[config.mk]
export PLATFORM = sky130hd
export DESIGN_NAME = bcd_signed_add_sub_shift
export DESIGN_NICKNAME = d
export VERILOG_FILES = /design/src/bcdas_pkg.sv /design/src/bcd_signed_add_sub_shift.sv
export VERILOG_INCLUDE_DIRS = /design/src /design/src/src
export SDC_FILE = /design/constraint.sdc
export NUM_CORES = 1
export LEC_CHECK = 0
export ABC_CLOCK_PERIOD_IN_PS = 16300
export BUFFER_PORTS_ARGS = -buffer_cell sky130_fd_sc_hd__clkbuf_2
export CAP_MARGIN = 20
export CORE_MARGIN = 4
export CORE_UTILIZATION = 60
export CTS_CLUSTER_SIZE = 8
export DETAILED_ROUTE_END_ITERATION = 16
export GPL_ROUTABILITY_DRIVEN = 0
export PLACE_DENSITY = 0.8
export SYNTH_ARGS = -nofsm -noshare
export SYNTH_HDL_FRONTEND = slang
export SYNTH_SLANG_ARGS = --single-unit
[constraint.sdc]
create_clock -name i_clk -period 16.3 [get_ports i_clk]
set_input_delay 3.26 -clock i_clk [delete_from_list [all_inputs] [get_ports i_clk]]
set_output_delay 3.26 -clock i_clk [all_outputs]
set_load 0.03 [all_outputs]
[src/assert_macros.svh]
// assertion macros shared by the rtl files
// no dependencies; assertions compile out when SYNTH is defined
`ifndef ASSERT_MACROS_SVH
`define ASSERT_MACROS_SVH
`ifndef SYNTH
`define ASSERT_PROP(lbl, clk, rst_n, prop, msg) \
    lbl: assert property (@(posedge clk) disable iff (!rst_n) prop) else $error(msg);
`define ASSERT_NEVER(lbl, clk, rst_n, cond, msg) \
    lbl: assert property (@(posedge clk) disable iff (!rst_n) !(cond)) else $error(msg);
`else
`define ASSERT_PROP(lbl, clk, rst_n, prop, msg)
`define ASSERT_NEVER(lbl, clk, rst_n, cond, msg)
`endif
`endif

[src/bcdas_pkg.sv]
// types and constants for the signed bcd add/subtract/shift unit
// no dependencies
package bcdas_pkg;

    localparam int MAX_DIGITS = 16;
    localparam int DIGITS_DEF = 16;
    localparam int FIELD_W    = 64;
    localparam int LEN_W      = 5;
    localparam int CMD_W      = 3;

    typedef enum logic [CMD_W-1:0] {
        CMD_ADD = 3'd0,
        CMD_SUB = 3'd1,
        CMD_MUL = 3'd2,
        CMD_DIV = 3'd3,
        CMD_CPL = 3'd4
    } t_cmd;

    // how the fixup stage treats the adder result
    typedef enum logic [1:0] {
        MODE_PASS = 2'd0,
        MODE_ADD  = 2'd1,
        MODE_SUB  = 2'd2
    } t_mode;

endpackage

[src/bcd_signed_add_sub_shift.sv]
// Pipeline: five registered stages from input transfer to o_valid (operand prep, low-half
// digit add, high-half digit add, sign/recomplement fixup, length/output).
// Throughput: one item per cycle while not stalled; each pipeline stage frees as soon as the
// stage after it moves, so a waiting result blocks input only once all five stages hold items.
// Reset (i_rst_n low, synchronous) clears all stage valid bits only.
// Depends on bcdas_pkg and assert_macros.svh.
`include "assert_macros.svh"

module bcd_signed_add_sub_shift #(
    parameter int DIGITS = bcdas_pkg::DIGITS_DEF
) (
    input  logic                            i_clk,
    input  logic                            i_rst_n,
    input  logic                            i_valid,
    output logic                            o_stall,
    input  logic [bcdas_pkg::CMD_W-1:0]     i_cmd,
    input  logic                            i_a_negative,
    input  logic [bcdas_pkg::FIELD_W-1:0]   i_a_digits,
    input  logic                            i_b_negative,
    input  logic [bcdas_pkg::FIELD_W-1:0]   i_b_digits,
    output logic                            o_valid,
    input  logic                            i_stall,
    output logic                            o_result_negative,
    output logic [bcdas_pkg::FIELD_W-1:0]   o_result_digits,
    output logic [bcdas_pkg::LEN_W-1:0]     o_result_length,
    output logic                            o_overflow
);

    localparam int W    = 4 * DIGITS;
    localparam int LO   = DIGITS / 2;
    localparam int HI   = DIGITS - LO;
    localparam int LO_W = 4 * LO;
    localparam int HI_W = W - LO_W;

    // one decimal digit add: {carry, digit}
    function automatic logic [4:0] dec_add(input logic [3:0] x, input logic [3:0] y,
                                           input logic c);
        logic [4:0] s;
        s = {1'b0, x} + {1'b0, y} + {4'b0, c};
        if (s > 5'd9) begin
            s = {1'b1, 4'(s - 5'd10)};
        end
        return s;
    endfunction

    function automatic logic [W-1:0] nines(input logic [W-1:0] v);
        logic [W-1:0] r;
        for (int i = 0; i < DIGITS; i++) begin
            r[4*i +: 4] = 4'd9 - v[4*i +: 4];
        end
        return r;
    endfunction

    // stage enables, back to front
    logic en_a, en_b, en_c, en_d, en_o;

    logic                 r_a_vld, r_b_vld, r_c_vld, r_d_vld, r_o_vld;

    // stage a: operand prep
    logic [W-1:0]         r_a_x, r_a_y, n_a_x, n_a_y;
    logic                 r_a_cin, n_a_cin;
    bcdas_pkg::t_mode     r_a_mode, n_a_mode;
    logic                 r_a_neg, n_a_neg;
    logic                 r_a_neg_alt, n_a_neg_alt;
    logic                 r_a_ovf, n_a_ovf;

    // stage b: low half summed
    logic [LO_W-1:0]      r_b_lo, n_b_lo;
    logic                 r_b_c, n_b_c;
    logic [HI_W-1:0]      r_b_xhi, r_b_yhi;
    bcdas_pkg::t_mode     r_b_mode;
    logic                 r_b_neg, r_b_neg_alt, r_b_ovf;

    // stage c: full sum
    logic [W-1:0]         r_c_sum, n_c_sum;
    logic                 r_c_cout, n_c_cout;
    bcdas_pkg::t_mode     r_c_mode;
    logic                 r_c_neg, r_c_neg_alt, r_c_ovf;

    // stage d: signed magnitude
    logic [W-1:0]         r_d_dig, n_d_dig;
    logic                 r_d_neg, n_d_neg;
    logic                 r_d_ovf, n_d_ovf;

    // output stage
    logic [bcdas_pkg::FIELD_W-1:0] r_o_dig, n_o_dig;
    logic                          r_o_neg, n_o_neg;
    logic [bcdas_pkg::LEN_W-1:0]   r_o_len, n_o_len;
    logic                          r_o_ovf, n_o_ovf;

    assign en_o    = !r_o_vld || !i_stall;
    assign en_d    = !r_d_vld || en_o;
    assign en_c    = !r_c_vld || en_d;
    assign en_b    = !r_b_vld || en_c;
    assign en_a    = !r_a_vld || en_b;
    assign o_stall = !en_a;

    always_ff @(posedge i_clk) begin
        if (!i_rst_n) begin
            r_a_vld <= 1'b0;
            r_b_vld <= 1'b0;
            r_c_vld <= 1'b0;
            r_d_vld <= 1'b0;
            r_o_vld <= 1'b0;
        end else begin
            if (en_a) begin
                r_a_vld <= i_valid;
            end
            if (en_b) begin
                r_b_vld <= r_a_vld;
            end
            if (en_c) begin
                r_c_vld <= r_b_vld;
            end
            if (en_d) begin
                r_d_vld <= r_c_vld;
            end
            if (en_o) begin
                r_o_vld <= r_d_vld;
            end
        end
    end

    // ---------------- stage a ----------------
    always_comb begin
        logic [W-1:0] ca, cb;
        logic         a_nz;
        logic         sb;
        for (int i = 0; i < DIGITS; i++) begin
            ca[4*i +: 4] = (i_a_digits[4*i +: 4] > 4'd9) ? 4'd9 : i_a_digits[4*i +: 4];
            cb[4*i +: 4] = (i_b_digits[4*i +: 4] > 4'd9) ? 4'd9 : i_b_digits[4*i +: 4];
        end
        a_nz        = |ca;
        sb          = i_b_negative ^ (i_cmd == bcdas_pkg::CMD_SUB);
        n_a_x       = ca;
        n_a_y       = '0;
        n_a_cin     = 1'b0;
        n_a_mode    = bcdas_pkg::MODE_PASS;
        n_a_neg     = i_a_negative;
        n_a_neg_alt = sb;
        n_a_ovf     = 1'b0;
        case (bcdas_pkg::t_cmd'(i_cmd))
            bcdas_pkg::CMD_ADD, bcdas_pkg::CMD_SUB: begin
                if (i_a_negative == sb) begin
                    n_a_y    = cb;
                    n_a_mode = bcdas_pkg::MODE_ADD;
                end else begin
                    // a + ten's complement of b
                    n_a_y    = nines(cb);
                    n_a_cin  = 1'b1;
                    n_a_mode = bcdas_pkg::MODE_SUB;
                end
            end
            bcdas_pkg::CMD_MUL: begin
                n_a_x   = {ca[W-5:0], 4'd0};
                n_a_ovf = |ca[W-1 -: 4];
            end
            bcdas_pkg::CMD_DIV: begin
                n_a_x = {4'd0, ca[W-1:4]};
            end
            bcdas_pkg::CMD_CPL: begin
                if (i_a_negative && a_nz) begin
                    n_a_x   = nines(ca);
                    n_a_cin = 1'b1;
                    n_a_neg = 1'b1;
                end else begin
                    n_a_neg = 1'b0;
                end
            end
            default: begin
                n_a_x = ca;
            end
        endcase
    end

    always_ff @(posedge i_clk) begin
        if (en_a) begin
            r_a_x       <= n_a_x;
            r_a_y       <= n_a_y;
            r_a_cin     <= n_a_cin;
            r_a_mode    <= n_a_mode;
            r_a_neg     <= n_a_neg;
            r_a_neg_alt <= n_a_neg_alt;
            r_a_ovf     <= n_a_ovf;
        end
    end

    // ---------------- stage b: low digits ----------------
    always_comb begin
        logic       c;
        logic [4:0] s;
        c = r_a_cin;
        for (int i = 0; i < LO; i++) begin
            s               = dec_add(r_a_x[4*i +: 4], r_a_y[4*i +: 4], c);
            n_b_lo[4*i +: 4] = s[3:0];
            c               = s[4];
        end
        n_b_c = c;
    end

    always_ff @(posedge i_clk) begin
        if (en_b) begin
            r_b_lo      <= n_b_lo;
            r_b_c       <= n_b_c;
            r_b_xhi     <= r_a_x[W-1:LO_W];
            r_b_yhi     <= r_a_y[W-1:LO_W];
            r_b_mode    <= r_a_mode;
            r_b_neg     <= r_a_neg;
            r_b_neg_alt <= r_a_neg_alt;
            r_b_ovf     <= r_a_ovf;
        end
    end

    // ---------------- stage c: high digits ----------------
    always_comb begin
        logic       c;
        logic [4:0] s;
        c                   = r_b_c;
        n_c_sum[LO_W-1:0]   = r_b_lo;
        for (int i = 0; i < HI; i++) begin
            s                           = dec_add(r_b_xhi[4*i +: 4], r_b_yhi[4*i +: 4], c);
            n_c_sum[LO_W + 4*i +: 4]    = s[3:0];
            c                           = s[4];
        end
        n_c_cout = c;
    end

    always_ff @(posedge i_clk) begin
        if (en_c) begin
            r_c_sum     <= n_c_sum;
            r_c_cout    <= n_c_cout;
            r_c_mode    <= r_b_mode;
            r_c_neg     <= r_b_neg;
            r_c_neg_alt <= r_b_neg_alt;
            r_c_ovf     <= r_b_ovf;
        end
    end

    // ---------------- stage d: sign and recomplement ----------------
    always_comb begin
        logic [W-1:0] recomp;
        logic         low_zero;
        logic [3:0]   n;
        // ten's complement of the sum: nines plus one, carry runs over zero digits
        low_zero = 1'b1;
        for (int i = 0; i < DIGITS; i++) begin
            n = 4'd9 - r_c_sum[4*i +: 4];
            if (low_zero) begin
                n = (n == 4'd9) ? 4'd0 : n + 4'd1;
            end
            recomp[4*i +: 4] = n;
            low_zero         = low_zero && (r_c_sum[4*i +: 4] == 4'd0);
        end
        n_d_dig = r_c_sum;
        n_d_neg = r_c_neg;
        n_d_ovf = r_c_ovf;
        case (r_c_mode)
            bcdas_pkg::MODE_ADD: begin
                n_d_ovf = r_c_cout;
            end
            bcdas_pkg::MODE_SUB: begin
                if (!r_c_cout) begin
                    n_d_dig = recomp;
                    n_d_neg = r_c_neg_alt;
                end
            end
            default: begin
                n_d_dig = r_c_sum;
            end
        endcase
    end

    always_ff @(posedge i_clk) begin
        if (en_d) begin
            r_d_dig <= n_d_dig;
            r_d_neg <= n_d_neg;
            r_d_ovf <= n_d_ovf;
        end
    end

    // ---------------- output stage ----------------
    always_comb begin
        n_o_dig = '0;
        if (!r_d_ovf) begin
            n_o_dig[W-1:0] = r_d_dig;
        end
        n_o_ovf = r_d_ovf;
        n_o_neg = r_d_neg && !r_d_ovf && (r_d_dig != '0);
        n_o_len = bcdas_pkg::LEN_W'(1);
        for (int i = 0; i < DIGITS; i++) begin
            if (n_o_dig[4*i +: 4] != 4'd0) begin
                n_o_len = bcdas_pkg::LEN_W'(i + 1);
            end
        end
    end

    always_ff @(posedge i_clk) begin
        if (en_o) begin
            r_o_dig <= n_o_dig;
            r_o_neg <= n_o_neg;
            r_o_len <= n_o_len;
            r_o_ovf <= n_o_ovf;
        end
    end

    assign o_valid           = r_o_vld;
    assign o_result_negative = r_o_neg;
    assign o_result_digits   = r_o_dig;
    assign o_result_length   = r_o_len;
    assign o_overflow        = r_o_ovf;

    `ASSERT_PROP(a_ovf_clears, i_clk, i_rst_n,
        (o_valid && o_overflow) |-> (o_result_digits == '0 && !o_result_negative
        && o_result_length == bcdas_pkg::LEN_W'(1)), "overflow result not cleared")
    `ASSERT_NEVER(a_neg_zero, i_clk, i_rst_n,
        o_valid && o_result_negative && o_result_digits == '0, "negative zero at output")
    `ASSERT_PROP(a_len_range, i_clk, i_rst_n,
        o_valid |-> (o_result_length != '0 && o_result_length <= bcdas_pkg::LEN_W'(DIGITS)),
        "result length out of range")
    `ASSERT_PROP(a_stall_full, i_clk, i_rst_n,
        o_stall |-> (r_a_vld && r_b_vld && r_c_vld && r_d_vld && r_o_vld),
        "input stalled with a free stage")
    `ASSERT_PROP(a_accept_lands, i_clk, i_rst_n,
        (i_valid && !o_stall) |=> r_a_vld, "accepted item lost at first stage")

endmodule
==> summary.md, run 1 <==
| Metric | Value |
|---|---|
| Top Family by Delay on Critical Path | `adder cells` |
| Post-Synthesis Cells | `approximately 2200` |
| # rows | `74` |
| Hold crit path type | `reg -> reg` |
| Startpoint types | `flop` |
| Hold Violations, Final | `0` |
| Slowest-stage cell, CP | `fa_1` |
| Syn Area/Cell | `~11 µm²` |
| Die width | `212 µm` |
| Avg WL per Cell | `18.6 µm` |
| DRT iter0 DRCs | `between 1000 and 1500` |
| Max Fclk | `about 65 MHz` |
| Cell area after synthesis | `24900 µm²` |
| CTS tree | `done` |
| Synth top area share | `between 50% and 60%` |
| CTS clk-pin slew, worst paths | `approximately 0.05 ns` |
| Vias | `roughly 17000` |
| Post-CTS Setup Inserts | `0` |
| Unrepaired setup endpoints after global routing | `no` |
| #FFs+latches synth | `approximately 450` |
| Core area | `just over 40000 µm²` |
| Routed wire length | `54200 µm` |
| Buf/Inv on CP | `7` |
| H-tree Lvls | `2` |
| Crit path required time | `16.62 ns` |
| Die height | `around 210 µm` |
| Tmin final | `roughly 15 ns` |
| Fraction of layout cells with a size suffix above 1 | `between 10 and 15%` |
| Area contributors post-synth | `edfxtp_1, ha_1, xnor2_1` |
| Setup Crit Path Kind | `reg -> reg` |
| Clock root cell | `clkbuf_16` |
| Endpoint class of the critical path | `flop` |
| Fraction of registers with async set/reset | `0%` |
| Total Power | `about 4500 µW` |
| N_diodes | `0` |
| ANT nets after route | `0` |
| CTS sink count | `448` |
| Ys Warns | `0` |
| Tot GR Track Use | `between 20% and 30%` |
| Final cycle utilization of the critical path | `94.0%` |
| Slew Limit Fails | `0` |
| Syn nets | `between 2000 and 2500` |
| Worst-Skew Late Latency | `0.59 ns` |
| Non-filler cells, final | `~2900` |
| Synth area leader | `edfxtp_1` |
| Detailed Routing Iterations Pass 1 | `7` |
| Post-synth EDFFs | `approximately 440` |
| Slew @ Worst Pin | `about 1 ns` |
| # fillers | `~3000` |
| Max FO, Critical Path | `4` |
| Worst path most repeated cell | `fa_1` |
| First-pass GRT wire length | `a little under 90000 µm` |
| Max_cap viols | `0` |
| Initial antenna violation count | `0` |
| GR Overflow Total | `0` |
| Die area | `about 45000 µm²` |
| Initial core utilization | `60.8%` |
| Hpwl dp | `between 30000 and 40000 µm` |
| Commonest non-fill, non-tap cell in the layout | `edfxtp_1` |
| Seq/Total Area, Yosys | `53.9%` |
| CTS buffer count | `a little over 60` |
| Final net count | `between 2000 and 3000` |
| Status | `finished, final reports clean` |
| Area grow syn2layout | `12.6%` |
| Hold WS | `0.410 ns` |
| Leakage Power | `~0.012 µW` |
| Clock Skew | `0.0190 ns` |
| Setup tns final | `0 ns` |
| Placed Cells incl. Taps | `between 2000 and 3000` |
| Most frequent cells in the layout | `edfxtp_1, clkbuf_2, nor2_1` |
| Via/cell ratio | `5.97` |
| Largest net degree at the start of global routing | `87` |
| Distinct cells, synth | `70` |
| Max_slew headroom | `33.5%` |
| Max VDD drop | `between 0.07 and 0.08 mV` |
| Port bufs | `209` |
| Clock tree buffer depth | `3` |
| Num ports | `210` |
| Pwr dens | `around 160 nW/µm²` |
| Vias in the first global route | `about 17000` |
| Drc violations | `0` |
| FF+latch area | `around 13000 µm²` |
| CP peak stage delay | `just under 0.5 ns` |
| Multi-input logic area | `between 10000 and 15000 µm²` |
| Layout Utilization | `between 60% and 70%` |
| Main synth FF type | `edfxtp_1` |
| Final setup viols | `0` |
| Crit path arrival time | `~16 ns` |
## worst paths after layout
check	startpoint	to	slack (ns)	cells past startpoint
max	r_a_x[0]	r_b_lo[30]	0.97	56
min	r_a_y[52]	r_b_yhi[20]	0.41	0
max reg2reg	r_a_x[0]	r_b_lo[30]	0.97	56
min reg2reg	r_a_y[52]	r_b_yhi[20]	0.41	0
## flip-flops by register name, summed over array words and instances (netlist names), 2 cells and up
name / count
r_c_sum: 64
r_d_dig: 64
r_b_yhi: 32
r_c_mode: 2
r_b_mode: 2
o_result_digits: 64
o_result_length: 5
r_b_lo: 32
r_a_y: 64
r_a_x: 64
r_b_xhi: 32
r_a_mode: 2
## metal layers
metal	vias up	share of wire, %	track usage [%]
met2	757	47	38.6
met3	141	7.4	3.47
met5	-	0	0
met1	8241	43	33.2
li1	8287	-	-
met4	0	3.6	8.71
## synthesized netlist by cell type (8+ instances only)
| cell type | count |
|---|---|
| o21a_1 | 31 |
| nor4_1 | 32 |
| and3_1 | 24 |
| clkbuf_1 | 71 |
| nor2_1 | 175 |
| a311oi_1 | 17 |
| or2_2 | 10 |
| nand2_1 | 160 |
| o221ai_1 | 12 |
| o211ai_1 | 15 |
| nor2b_1 | 88 |
| a211oi_1 | 26 |
| or4_1 | 13 |
| a31oi_1 | 8 |
| nand2b_1 | 81 |
| o21ai_0 | 90 |
| inv_1 | 130 |
| xor2_1 | 29 |
| xnor2_1 | 100 |
| nor3_1 | 37 |
| a21boi_0 | 16 |
| a221o_1 | 15 |
| a21o_1 | 43 |
| mux2i_1 | 50 |
| a21oi_1 | 144 |
| nand3_1 | 16 |
| edfxtp_1 | 443 |
| fa_1 | 32 |
| nor3b_1 | 10 |
| ha_1 | 144 |
## final cells by class
class                   instances  share of cell area (%)
clock inverters                 1                  0.0580
flip-flops and latches        448                    47.8
clock buffers                  75                    5.71
well taps                     532                    2.38
inverters                     130                    1.75
multi-input cells            1509                    38.1
repair buffers                225                    4.23
## timing repair
item                                    in CTS  in global routing
hold buffers                                 0                  0
endpoints found under the setup margin       3                  8
gates resized for setup                      1                 13
hold endpoints to repair                     0                  0
cloned                                       0                  0
## metrics by stage
step | worst slack (ns) | cell area [µm²]
after floorplan | 2.24 | 24900
after global routing | 0.0986 | 28000
after detailed placement | 0.192 | 26400
after global placement | 1.49 | 26400
after CTS | 0.109 | 28000
final | 0.973 | 28000
## power breakdown
part	total, µW	leakage [µW]	switching (µW)	internal, µW
Combinational	1430	0.00599	869	560
Clock	1100	0.000786	427	669
Sequential	1930	0.00498	217	1710
## cells by family (layout without fill, tap and decap cells)
family	Yosys count	count (layout)	share of synthesized area, %
AND/OR/NAND/NOR	690	690	14.3
AO/OA/AOI/OAI	463	463	12.0
multiplexers	51	51	2.06
buffers and inverters	218	431	3.47
adder cells (fa/ha/maj)	176	176	9.82
flip-flops	448	448	53.9
XOR/XNOR	129	129	4.54
No activity file was read; power rests on OpenSTA's default activity.
==> run 2: changes to the inputs <==
--- a/config.mk
+++ b/config.mk
@@ -11,10 +11,11 @@
 export CAP_MARGIN = 20
 export CORE_MARGIN = 4
 export CORE_UTILIZATION = 60
+export CTS_BUF_LIST = sky130_fd_sc_hd__clkbuf_2
 export CTS_CLUSTER_SIZE = 8
 export DETAILED_ROUTE_END_ITERATION = 16
 export GPL_ROUTABILITY_DRIVEN = 0
-export PLACE_DENSITY = 0.8
+export PLACE_DENSITY = 0.83
 export SYNTH_ARGS = -nofsm -noshare
 export SYNTH_HDL_FRONTEND = slang
 export SYNTH_SLANG_ARGS = --single-unit
==> run 2 against run 1 <==
Compared with the run above:
- combinational power is essentially flat
- highest routed layer unchanged
- non-clock buffer count unchanged
- clock power shrank 35%
- first-iteration DRC count increased by 15%
- flip-flop and latch count stayed put
- power is 9.0% lower
- final area fell by 2.2%
==> summary.md, run 2 (synthesized netlist as in run 1, its figures left out) <==
| Metric | Value |
|---|---|
| GR Overflow Total | `0` |
| Clock root cell | `clkbuf_2` |
| Hold depth | `0` |
| Final setup viols | `0` |
| FF+latch area | `13400 µm²` |
| Fraction of layout cells with a size suffix above 1 | `17.1%` |
| Final cycle utilization of the critical path | `92.8%` |
| Drc violations | `0` |
| Num ports | `210` |
| Unrepaired setup endpoints after global routing | `no` |
| Reg2Reg Depth | `56` |
| Largest net degree at the start of global routing | `87` |
| Hpwl dp | `39700 µm` |
| Slew @ Worst Pin | `between 1 and 1.5 ns` |
| First-pass GRT wire length | `between 80000 and 90000 µm` |
| Area grow syn2layout | `10.1%` |
| Hold crit path type | `reg -> reg` |
| Status | `finished, final reports clean` |
| DRT iter0 DRCs | `~1500` |
| CTS sink count | `approximately 450` |
| CTS buffer count | `about 100` |
| Leakage Power | `roughly 0.012 µW` |
| Core area | `between 40000 and 50000 µm²` |
| Commonest non-fill, non-tap cell in the layout | `edfxtp_1` |
| Clock Skew | `around 0.076 ns` |
| Endpoint class of the critical path | `flop` |
| Initial antenna violation count | `1` |
| Hold Violations, Final | `0` |
| Initial core utilization | `between 60% and 70%` |
| # fillers | `2995` |
| CP peak stage delay | `0.48 ns` |
| Port bufs | `between 200 and 250` |
| CTS tree | `done` |
| Max_cap viols | `0` |
| Max Fclk | `roughly 66 MHz` |
| H-tree Lvls | `3` |
| Worst path most repeated cell | `fa_1` |
| Die height | `between 200 and 250 µm` |
| Tot GR Track Use | `23.6%` |
| Die area | `~45000 µm²` |
| Setup tns final | `0 ns` |
| Final net count | `roughly 2700` |
| Vias | `17700` |
| Crit path required time | `between 15 and 20 ns` |
| Routed wire length | `53600 µm` |
| Crit path arrival time | `approximately 16 ns` |
| Dpl cell area | `26400 µm²` |
| Fin area | `between 20000 and 30000 µm²` |
| Multi-input logic area | `roughly 11000 µm²` |
| Final setup margin | `around 1.2 ns` |
| Max VDD drop | `0.0586 mV` |
| Hold_buf cts | `0` |
| Worst-Skew Late Latency | `between 1 and 1.5 ns` |
| Post-Place Worst Slack | `between 0.3 and 0.4 ns` |
| Setup slack, reg-to-reg | `1.17 ns` |
| Worst Hold Path EP | `r_b_neg_alt` |
| Pwr dens | `roughly 150 nW/µm²` |
| Worst r2r src | `r_b_c` |
| Clock tree buffer depth | `3` |
| Tmin final | `approximately 15 ns` |
| Startpoint types | `flop` |
| Worst hold start | `r_a_neg_alt` |
| Max_slew headroom | `about 33%` |
| Via/cell ratio | `between 5 and 6` |
| Setup Crit Path Kind | `reg -> reg` |
| Vias in the first global route | `about 17000` |
| Slowest-stage cell, CP | `fa_1` |
| Avg WL per Cell | `17.6 µm` |
| Max FO, Critical Path | `4` |
| ANT nets after route | `0` |
| Detailed Routing Iterations Pass 1 | `8` |
| Slew Limit Fails | `0` |
| Worst r2r dst | `r_c_sum[62]` |
| Most frequent cells in the layout | `edfxtp_1, clkbuf_2, nor2_1` |
| CTS clk-pin slew, worst paths | `between 0.1 and 0.15 ns` |
| # rows | `74` |
| Die width | `212 µm` |
run 2: changes by cell type in the layout (fill, tap and decap cells not counted), moves of 3 or more:
cell        previous run  this run
clkinv_2               1         7
clkbuf_1              13         0
clkinv_1               0        26
clkbuf_2             209       361
clkbuf_16             62         0
clkinvlp_4             0         3
run 2: metrics by stage:
step                hold slack, ns  power [µW]  std cells  util (%)
floorplan                    0.400        2930       2175         -
global placement             0.402        3230       2843      64.5
detailed placement           0.405        3350       2844      64.5
CTS                          0.380        4070       3036      66.9
global route                 0.394        4330       3037      67.0
finish                       0.386        4050       3037      67.0
run 2: power by group:
group	internal (µW)	switching, µW	total, µW
clock	286	428	714
combinational	557	865	1420
sequential	1700	215	1920
total	2550	1510	4060
run 2: worst max path at each step:
stage,from,end,depth (start not counted)
floorplan,r_b_c,r_c_sum[62],56
global placement,r_a_x[0],r_b_lo[30],56
detailed placement,r_b_c,r_c_sum[62],56
CTS,r_b_c,r_c_sum[62],56
global route,r_b_c,r_c_sum[62],56
finish,r_b_c,r_c_sum[62],56
run 2: layout make-up:
| type | instances | share of cell area [%] |
|---|---|---|
| Multi-Input combinational cell | 1509 | 38.9 |
| Sequential cell | 448 | 48.9 |
| Clock buffer | 152 | 2.78 |
| Clock inverter | 40 | 0.827 |
| Timing Repair Buffer | 225 | 4.33 |
| Antenna cell | 1 | 0.00913 |
| Inverter | 130 | 1.79 |
| Tap cell | 532 | 2.43 |
run 2: routing by layer:
metal | GRT usage, % | up-vias | share of wire [%]
met5 | 0 | - | 0
met4 | 9.20 | 0 | 2.8
met3 | 4.22 | 121 | 8.0
met2 | 38.6 | 757 | 47
met1 | 31.9 | 8346 | 42
li1 | - | 8473 | -
run 2: critical path, delay by kind of cell, from the launching register on:
| kind | cells | cell delay [ns] |
|---|---|---|
| fa+ha+maj | 24 | 7.53 |
| compound gates | 16 | 3.56 |
| xor+xnor | 8 | 2.74 |
| buf+inv | 7 | 0.43 |
| flops | 1 | 0.41 |
| mux | 1 | 0.27 |
run 2: repair_timing:
action / 4_1_cts / 5_1_grt
endpoints found under the setup margin: 0 / 8
resized for setup: 0 / 13
setup buffers: 0 / 0
